**config.mk**
```make
export PLATFORM = sky130hd
export DESIGN_NAME = multi_countdown_timer
export DESIGN_NICKNAME = d
export VERILOG_FILES = /design/src/rtl/mct_pkg.sv /design/src/rtl/mct_core.sv /design/src/rtl/multi_countdown_timer.sv
export SDC_FILE = /design/constraint.sdc
export NUM_CORES = 1
export LEC_CHECK = 0
export BUFFER_PORTS_ARGS = -buffer_cell sky130_fd_sc_hd__buf_2
export CAP_MARGIN = 20
export CORE_MARGIN = 3
export CORE_UTILIZATION = 56
export DETAILED_ROUTE_END_ITERATION = 12
export PLACE_DENSITY = 0.77
export REMOVE_ABC_BUFFERS = 1
export SETUP_SLACK_MARGIN = 0.15
export SLEW_MARGIN = 5
export SYNTH_ARGS = -nofsm -noshare
export SYNTH_HDL_FRONTEND = slang
export SYNTH_SLANG_ARGS = --single-unit
```
**constraint.sdc**
```tcl
create_clock -name clk -period 3.3 [get_ports clk]
set_input_delay 0.66 -clock clk [delete_from_list [all_inputs] [get_ports clk]]
set_output_delay 0.66 -clock clk [all_outputs]
set_load 0.05 [all_outputs]
```
**src/rtl/mct_pkg.sv**
```systemverilog
// ============================================================================
// mct_pkg: shared types and constants for the multi countdown timer
// Event and mode codes, time-of-day limits and the transaction structs that
// travel on the command and result channels.
// ============================================================================
package mct_pkg;

    // Timer bank size and index width (index width fixed by the result field)
    localparam int NUM_TIMERS = 5;
    localparam int TIMER_W    = 3;

    // Serial load frame markers and field limits
    localparam logic [7:0] FRAME_HDR  = 8'hAA;
    localparam logic [7:0] FRAME_CMD  = 8'h01;
    localparam logic [7:0] HOUR_MAX   = 8'd23;
    localparam logic [7:0] MINSEC_MAX = 8'd59;

    // Input event codes
    typedef enum logic [2:0] {
        FN_TICK        = 3'd0,
        FN_NEXT        = 3'd1,
        FN_SET_PRESS   = 3'd2,
        FN_SET_LONG    = 3'd3,
        FN_INC         = 3'd4,
        FN_START_PRESS = 3'd5,
        FN_START_LONG  = 3'd6,
        FN_LOAD        = 3'd7
    } func_t;

    // Per-timer mode codes
    typedef enum logic [1:0] {
        MODE_STANDBY = 2'd0,
        MODE_SETTING = 2'd1,
        MODE_RUNNING = 2'd2,
        MODE_PAUSED  = 2'd3
    } mode_t;

    // Edit field codes
    typedef enum logic [1:0] {
        FIELD_HOURS   = 2'd0,
        FIELD_MINUTES = 2'd1,
        FIELD_SECONDS = 2'd2
    } field_t;

    typedef logic [TIMER_W-1:0] timer_idx_t;

    typedef struct packed {
        logic [7:0] h;
        logic [7:0] m;
        logic [7:0] s;
    } hms_t;

    // Command transaction
    typedef struct packed {
        func_t      func;
        logic [7:0] frame_header;
        logic [7:0] frame_command;
        logic [7:0] load_hours;
        logic [7:0] load_minutes;
        logic [7:0] load_seconds;
    } cmd_t;

    // Result transaction
    typedef struct packed {
        timer_idx_t timer_index;
        field_t     field_position;
        mode_t      mode;
        logic [7:0] hours;
        logic [7:0] minutes;
        logic [7:0] seconds;
        logic       alarm_led;
    } res_t;

endpackage

```
**src/rtl/mct_core.sv**
```systemverilog
// ============================================================================
// mct_core: timer state and single-pass event update
// Holds the live time, the stored times, the per-timer modes, the selection,
// the edit field and the LED, and applies one event per enabled cycle.
// ============================================================================
module mct_core
    import mct_pkg::*;
(
    input  logic clk,
    input  logic rst_n,
    input  logic fire,
    input  cmd_t cmd,
    output res_t result
);

    hms_t       live_reg;
    hms_t       stored_reg [NUM_TIMERS];
    mode_t      mode_reg   [NUM_TIMERS];
    mode_t      cur_mode_reg;
    timer_idx_t sel_reg;
    field_t     field_reg;
    logic       led_reg;

    hms_t       live_next;
    mode_t      mode_next;
    timer_idx_t sel_next;
    field_t     field_next;
    logic       led_next;
    logic       store_we;
    hms_t       store_wd;
    logic       next_taken;

    timer_idx_t k_next;
    timer_idx_t rd_addr;
    hms_t       stored_rd;
    mode_t      next_mode_rd;
    hms_t       live_dec;
    hms_t       live_inc;
    hms_t       live_bump;
    logic       live_zero;

    // Pick the neighbour timer and the single stored-time read port
    assign k_next       = (sel_reg == timer_idx_t'(NUM_TIMERS - 1)) ? '0
                                                                    : sel_reg + timer_idx_t'(1);
    assign rd_addr      = (cmd.func == FN_NEXT) ? k_next : sel_reg;
    assign stored_rd    = stored_reg[rd_addr];
    assign next_mode_rd = mode_reg[k_next];
    assign live_zero    = (live_reg == '0);

    // Count down with borrow across the fields
    always_comb
    begin
        live_dec = live_reg;
        if (live_reg.s != 8'd0)
        begin
            live_dec.s = live_reg.s - 8'd1;
        end
        else if (live_reg.m != 8'd0)
        begin
            live_dec.m = live_reg.m - 8'd1;
            live_dec.s = MINSEC_MAX;
        end
        else
        begin
            live_dec.h = live_reg.h - 8'd1;
            live_dec.m = MINSEC_MAX;
            live_dec.s = MINSEC_MAX;
        end
    end

    // Bump the edited field, then wrap every field that is out of range
    always_comb
    begin
        live_inc = live_reg;
        case (field_reg)
            FIELD_HOURS:   live_inc.h = live_reg.h + 8'd1;
            FIELD_MINUTES: live_inc.m = live_reg.m + 8'd1;
            FIELD_SECONDS: live_inc.s = live_reg.s + 8'd1;
            default:       live_inc = live_reg;
        endcase
        live_bump   = live_inc;
        if (live_inc.h > HOUR_MAX)
        begin
            live_bump.h = 8'd0;
        end
        if (live_inc.m > MINSEC_MAX)
        begin
            live_bump.m = 8'd0;
        end
        if (live_inc.s > MINSEC_MAX)
        begin
            live_bump.s = 8'd0;
        end
    end

    // Decode the event against the selected timer's mode
    always_comb
    begin
        live_next  = live_reg;
        mode_next  = cur_mode_reg;
        sel_next   = sel_reg;
        field_next = field_reg;
        led_next   = led_reg;
        store_we   = 1'b0;
        store_wd   = live_reg;
        next_taken = 1'b0;
        unique case (cmd.func)
            FN_TICK:
            begin
                if (cur_mode_reg == MODE_RUNNING)
                begin
                    if (!live_zero)
                    begin
                        live_next = live_dec;
                    end
                    else
                    begin
                        mode_next = MODE_STANDBY;
                        led_next  = 1'b1;
                    end
                end
            end
            FN_NEXT:
            begin
                if (cur_mode_reg == MODE_STANDBY || cur_mode_reg == MODE_PAUSED)
                begin
                    next_taken = 1'b1;
                    sel_next   = k_next;
                    live_next  = stored_rd;
                    mode_next  = next_mode_rd;
                end
            end
            FN_SET_PRESS:
            begin
                if (cur_mode_reg == MODE_SETTING)
                begin
                    case (field_reg)
                        FIELD_HOURS:   field_next = FIELD_MINUTES;
                        FIELD_MINUTES: field_next = FIELD_SECONDS;
                        default:       field_next = FIELD_HOURS;
                    endcase
                end
                else
                begin
                    live_next = stored_rd;
                    mode_next = MODE_SETTING;
                    led_next  = 1'b0;
                end
            end
            FN_SET_LONG:
            begin
                if (cur_mode_reg == MODE_SETTING)
                begin
                    store_we  = 1'b1;
                    store_wd  = live_reg;
                    mode_next = MODE_STANDBY;
                end
            end
            FN_INC:
            begin
                if (cur_mode_reg == MODE_SETTING)
                begin
                    live_next = live_bump;
                end
            end
            FN_START_PRESS:
            begin
                field_next = FIELD_HOURS;
                if (cur_mode_reg == MODE_SETTING)
                begin
                    mode_next = MODE_RUNNING;
                end
                else if (cur_mode_reg != MODE_RUNNING)
                begin
                    live_next = stored_rd;
                    mode_next = MODE_RUNNING;
                end
                else
                begin
                    mode_next = MODE_PAUSED;
                    store_we  = 1'b1;
                    store_wd  = live_reg;
                end
            end
            FN_START_LONG:
            begin
                mode_next  = MODE_STANDBY;
                field_next = FIELD_HOURS;
                live_next  = '0;
                store_we   = 1'b1;
                store_wd   = '0;
            end
            FN_LOAD:
            begin
                if (cmd.frame_header == FRAME_HDR && cmd.frame_command == FRAME_CMD &&
                    cur_mode_reg == MODE_RUNNING)
                begin
                    live_next = '{h: cmd.load_hours, m: cmd.load_minutes,
                                  s: cmd.load_seconds};
                    store_we  = 1'b1;
                    store_wd  = '{h: cmd.load_hours, m: cmd.load_minutes,
                                  s: cmd.load_seconds};
                end
            end
        endcase
    end

    // Commit the update; the selected mode is shadowed in cur_mode_reg
    always_ff @(posedge clk or negedge rst_n)
    begin
        if (!rst_n)
        begin
            live_reg     <= '0;
            cur_mode_reg <= MODE_STANDBY;
            sel_reg      <= '0;
            field_reg    <= FIELD_HOURS;
            led_reg      <= 1'b0;
            for (int i = 0; i < NUM_TIMERS; i++)
            begin
                stored_reg[i] <= '0;
                mode_reg[i]   <= MODE_STANDBY;
            end
        end
        else if (fire)
        begin
            live_reg     <= live_next;
            cur_mode_reg <= mode_next;
            sel_reg      <= sel_next;
            field_reg    <= field_next;
            led_reg      <= led_next;
            if (!next_taken)
            begin
                mode_reg[sel_reg] <= mode_next;
            end
            if (store_we)
            begin
                stored_reg[sel_reg] <= store_wd;
            end
        end
    end

    // Present the post-update view
    always_comb
    begin
        result.timer_index    = sel_next;
        result.field_position = field_next;
        result.mode           = mode_next;
        result.hours          = live_next.h;
        result.minutes        = live_next.m;
        result.seconds        = live_next.s;
        result.alarm_led      = led_next;
    end

`ifndef NO_ASSERTIONS
    // Shadow mode must track the selected timer's entry
    a_mode_shadow: assert property (@(posedge clk) disable iff (!rst_n)
        cur_mode_reg == mode_reg[sel_reg])
        else $error("mct_core: shadow mode out of step with selected timer");

    // Selection stays within the timer bank
    a_sel_range: assert property (@(posedge clk) disable iff (!rst_n)
        sel_reg < timer_idx_t'(NUM_TIMERS))
        else $error("mct_core: selected timer out of range");

    // Leaving running on a tick at zero must raise the LED
    a_expiry_led: assert property (@(posedge clk) disable iff (!rst_n)
        (fire && cmd.func == FN_TICK && cur_mode_reg == MODE_RUNNING && live_zero)
        |=> (led_reg && cur_mode_reg == MODE_STANDBY))
        else $error("mct_core: expiry did not set LED and standby");
`endif

endmodule

```
**src/rtl/multi_countdown_timer.sv**
```systemverilog
// ============================================================================
// multi_countdown_timer: five countdown timers on one h:m:s display
// Top level: command register, event core and result register.
// ============================================================================
// Accepts one event transaction per clock while not stalled and returns exactly
// one result transaction per event, in order. The event is captured in the
// command register, applied to the timer state by the single-pass update in
// mct_core and captured in the result register. The command side keeps
// taking events while a result waits to be taken; it stalls only when both
// the command and result registers are full and the result side is stalling.
// Sustained rate is one event per cycle while the result side does not stall.
module multi_countdown_timer
    import mct_pkg::*;
(
    input  logic clk,
    input  logic rst_n,
    input  logic cmd_valid,
    output logic cmd_stall,
    input  cmd_t cmd,
    output logic res_valid,
    input  logic res_stall,
    output res_t res
);

    logic cmd_vld_reg;
    cmd_t cmd_reg;
    logic res_vld_reg;
    res_t res_reg;
    logic advance;
    res_t core_res;

    // Move the held event into the core when the result slot frees up
    assign advance   = cmd_vld_reg && (!res_vld_reg || !res_stall);
    assign cmd_stall = cmd_vld_reg && !advance;
    assign res_valid = res_vld_reg;
    assign res       = res_reg;

    mct_core u_core (
        .clk    (clk),
        .rst_n  (rst_n),
        .fire   (advance),
        .cmd    (cmd_reg),
        .result (core_res)
    );

    // Hold the command transaction
    always_ff @(posedge clk or negedge rst_n)
    begin
        if (!rst_n)
        begin
            cmd_vld_reg <= 1'b0;
        end
        else if (cmd_valid && !cmd_stall)
        begin
            cmd_vld_reg <= 1'b1;
        end
        else if (advance)
        begin
            cmd_vld_reg <= 1'b0;
        end
    end

    always_ff @(posedge clk or negedge rst_n)
    begin
        if (!rst_n)
        begin
            cmd_reg <= '0;
        end
        else if (cmd_valid && !cmd_stall)
        begin
            cmd_reg <= cmd;
        end
    end

    // Hold the result transaction until taken
    always_ff @(posedge clk or negedge rst_n)
    begin
        if (!rst_n)
        begin
            res_vld_reg <= 1'b0;
        end
        else if (advance)
        begin
            res_vld_reg <= 1'b1;
        end
        else if (!res_stall)
        begin
            res_vld_reg <= 1'b0;
        end
    end

    always_ff @(posedge clk)
    begin
        if (advance)
        begin
            res_reg <= core_res;
        end
    end

`ifndef NO_ASSERTIONS
    // Every event applied yields a result in the next cycle
    a_advance_result: assert property (@(posedge clk) disable iff (!rst_n)
        advance |=> res_vld_reg)
        else $error("multi_countdown_timer: applied event produced no result");
`endif

endmodule
```
==> flow_summary.json <==
{
  "die_x_um": 158,
  "synth-edff-count": 32,
  "ys_seq_elements": 239,
  "p_total_uw": 12500,
  "hold_viol_final": 0,
  "core-area_um2": 22200,
  "largest_reg_flops": 120,
  "use_met3_pct": 5.69,
  "place.gp.congestion": 1.02,
  "power_density_nw_per_um2": 844,
  "synth_ff_type": "dfrtp_1",
  "clockBufferDepth": 3,
  "rsz0062_at_grt": "yes",
  "start_kind": "flip-flop",
  "drv_cap": 0,
  "htreeDepth": 1,
  "design_area_um2": 14800,
  "syn_area_per_cell_um2": 9.66,
  "root_buffer": "clkbuf_16",
  "drt_pre_antenna_iters": 6,
  "syn-instance-count": 1339,
  "path_max_fanout": 6,
  "ys_async_sr_fraction_pct": 86.6,
  "vias": 11400,
  "yosysSeqAreaShare_pct": 47.5,
  "antennaDiodeCount": 0,
  "dpl-instance-area_um2": 14000,
  "hold_path_class": "in2async",
  "grt_pass1_wl_mm": 61.1,
  "max_stage_delay_ns": 0.51,
  "grt-busiest-layer": "met2",
  "slew_headroom_pct": 50.1,
  "routed_wl_mm": 39.4,
  "skew_ns": 0.0126,
  "drv_slew": 0,
  "yosys.cell_types.count": 89,
  "dp_hpwl_mm": 27.6,
  "finalCritPeriodShare_pct": 94.3,
  "worstPathRequired_ns": 3.57,
  "worstMarginPinSlew_ns": 0.746,
  "crit_buf_inv": 2,
  "die_h_um": 158,
  "clock-sinks": 239,
  "clk_pin_slew_ns": 0.07,
  "cts_made_buffers": 25,
  "globalRouteMet2Util_pct": 48.8,
  "clk_latency_ns": 0.53,
  "grt_max_degree": 70,
  "drc": 0,
  "antenna_found_initial": 0,
  "finalNetCount": 1487,
  "yosysWarningCount": 0,
  "path_cells": "inv_1, ha_1, or4b_1, nor4_4, nand2_2, a21oi_2, buf_4, o21ai_0, and2_1, a2111o_1",
  "wl_per_cell_um": 22.9,
  "io_buffers": 80,
  "synth_area_um2": 12900,
  "stdcell_count": 1725,
  "cts_tree": "built",
  "start_util_pct": 58.2,
  "antenna_left": 0,
  "critPathTopFamily": "simple AND/OR/NAND/NOR gates",
  "dp_cells": 1681,
  "finalSetupViolCount": 0,
  "fmax_ghz": 0.321,
  "vdd_ir_drop_max_mv": 0.511,
  "drt_iter0_markers": 1504,
  "die-area_um2": 25000,
  "ios": 81,
  "crit_slowest_cell": "or4b_1",
  "postCtsSetupRepairBufs": 0,
  "min_period_ns": 3.11,
  "path_class": "reg2reg",
  "worstSetupEndpointType": "flip-flop",
  "std_cell_rows": 54,
  "p_leak_uw": 0.00640,
  "drive_gt1_share_pct": 21.0,
  "use_met1_pct": 43.7,
  "cts_hold_buf": 0,
  "grt_use_total_pct": 31.3,
  "grt_pass1_vias": 11000,
  "syn2layout_area_growth_pct": 14.6,
  "grt_overflow_total": 0,
  "crit_arrival_ns": 3.38,
  "status": "finished clean",
  "vias_per_cell": 6.61
}
[path summary, 6_finish.rpt]
| check | slack (ns) | end | startpoint | depth (start not counted) |
|---|---|---|---|---|
| hold reg to reg | 0.48 | u_core.stored_reg[79] | u_core.stored_reg[79] | 2 |
| hold / removal | 0.12 | u_core.mode_reg[2] | rst_n | 1 |
| max in group asynchronous | 2.26 | u_core.stored_reg[86] | rst_n | 2 |
| setup / recovery | 0.19 | res[8] | u_core.cur_mode_reg[0] | 10 |
| min in group clk | 0.36 | cmd_reg[3] | cmd[3] | 2 |
| setup reg to reg | 0.19 | res[8] | u_core.cur_mode_reg[0] | 10 |
[through the flow]
stage / util [%] / hold WS [ns] / setup TNS, ns / setup slack, ns
after floorplan: - / 0.364 / -110.23 / -1.04
after global placement: 62.9 / 0.457 / 0 / 0.271
after detailed placement: 62.9 / 0.469 / 0 / 0.160
after CTS: 66.5 / 0.136 / 0 / 0.198
after global routing: 66.7 / 0.152 / 0 / 0.118
final: 66.7 / 0.125 / 0 / 0.187
[cells in the mapped netlist, types with 5 or more instances]
| master | instances | share of area (%) |
|---|---|---|
| nor2b_1 | 8 | 0.39 |
| o31ai_1 | 10 | 0.58 |
| and3_1 | 8 | 0.39 |
| and2_1 | 5 | 0.24 |
| buf_1 | 5 | 0.15 |
| mux4_2 | 13 | 2.3 |
| nand2_1 | 212 | 6.2 |
| a222oi_1 | 7 | 0.54 |
| nand2b_1 | 9 | 0.44 |
| nand3_1 | 25 | 0.97 |
| nor3_1 | 23 | 0.89 |
| ha_1 | 12 | 1.2 |
| clkbuf_1 | 76 | 2.2 |
| nor4b_1 | 8 | 0.54 |
| o21ai_0 | 134 | 5.2 |
| a21o_1 | 8 | 0.46 |
| nor4_1 | 11 | 0.53 |
| xnor2_1 | 7 | 0.47 |
| or3_1 | 5 | 0.24 |
| dfrtp_1 | 207 | 40 |
| and3b_1 | 5 | 0.34 |
| mux2_2 | 56 | 4.9 |
| a211oi_1 | 10 | 0.58 |
| edfxtp_1 | 32 | 7.4 |
| a22o_1 | 31 | 2.1 |
| a32o_1 | 5 | 0.39 |
| a2bb2oi_1 | 5 | 0.34 |
| a211o_1 | 11 | 0.74 |
| nand4_1 | 11 | 0.53 |
| a21oi_1 | 78 | 3.0 |
| a31oi_1 | 14 | 0.68 |
| a21boi_0 | 5 | 0.29 |
| a221oi_1 | 6 | 0.41 |
| mux2i_1 | 10 | 0.77 |
| inv_1 | 22 | 0.64 |
| o211ai_1 | 14 | 0.81 |
| a22oi_1 | 33 | 1.9 |
| buf_2 | 18 | 0.70 |
| nor2_1 | 80 | 2.3 |
[cell type report]
cell class	instances	area, um^2
Fill cell	1751	7410
Multi-Input combinational cell	969	6290
Sequential cell	239	6140
Timing Repair Buffer	170	1160
Clock buffer	39	741
Tap cell	280	350
Inverter	23	86.3
Clock inverter	5	53.8
[routing by layer]
metal	vias to the layer above	share of wire, %
li1	5116	-
met4	0	4.5
met1	5479	41
met5	-	0
met3	123	9.7
met2	689	45
[worst reg2reg max path, stage by stage, from the launching register on]
cell and delay, ns:
dfrtp_1 0.41, inv_1 0.11, ha_1 0.23, or4b_1 0.51, nor4_4 0.26, nand2_2 0.18
a21oi_2 0.30, buf_4 0.20, o21ai_0 0.07, and2_1 0.21, a2111o_1 0.38
[kinds of logic after synthesis]
kind of cell             after synthesis  share of synthesized area, %
buffers and inverters                131                          4.41
multiplexers                          80                          8.03
adder cells (fa/ha/maj)               12                          1.16
XOR/XNOR                              11                         0.745
AO/OA/AOI/OAI                        422                          21.7
flip-flops                           239                          47.5
AND/OR/NAND/NOR                      444                          16.5
[cell usage in the layout, fill, tap and decap left out, types with 7 or more instances in the layout]
| master | netlist | routed |
|---|---|---|
| nor2b_1 | 8 | 8 |
| nand4_1 | 11 | 11 |
| xnor2_1 | 7 | 7 |
| o31ai_1 | 10 | 10 |
| a31oi_1 | 14 | 14 |
| nand3_1 | 25 | 25 |
| o21ai_0 | 134 | 132 |
| a211oi_1 | 10 | 9 |
| mux4_2 | 13 | 13 |
| nand2_1 | 212 | 211 |
| mux2_2 | 56 | 56 |
| buf_4 | 4 | 84 |
| nor4_1 | 11 | 11 |
| mux2i_1 | 10 | 10 |
| clkbuf_1 | 76 | 10 |
| a22oi_1 | 33 | 33 |
| clkbuf_16 | 0 | 27 |
| buf_2 | 18 | 79 |
| a211o_1 | 11 | 11 |
| dfrtp_1 | 207 | 206 |
| and3_1 | 8 | 8 |
| nor3_1 | 23 | 23 |
| a21oi_1 | 78 | 78 |
| edfxtp_1 | 32 | 32 |
| nand2b_1 | 9 | 9 |
| a222oi_1 | 7 | 7 |
| inv_1 | 22 | 22 |
| o211ai_1 | 14 | 14 |
| ha_1 | 12 | 12 |
| a22o_1 | 31 | 31 |
| nor2_1 | 80 | 79 |
[power by group]
group,leakage (uW),internal (uW),switching (uW),total [uW]
Clock,0.000389,1620,1160,2780
Combinational,0.00301,1950,3210,5160
Sequential,0.00300,3880,685,4570
Total,0.00640,7450,5060,12500
[repair_timing]
| item | in CTS | in global routing |
|---|---|---|
| pin swaps | 0 | 1 |
| endpoints found under the hold margin | 0 | 0 |
| resized for setup | 2 | 9 |
| setup endpoints to repair | 3 | 122 |
Power figures use the tool's default switching activity.
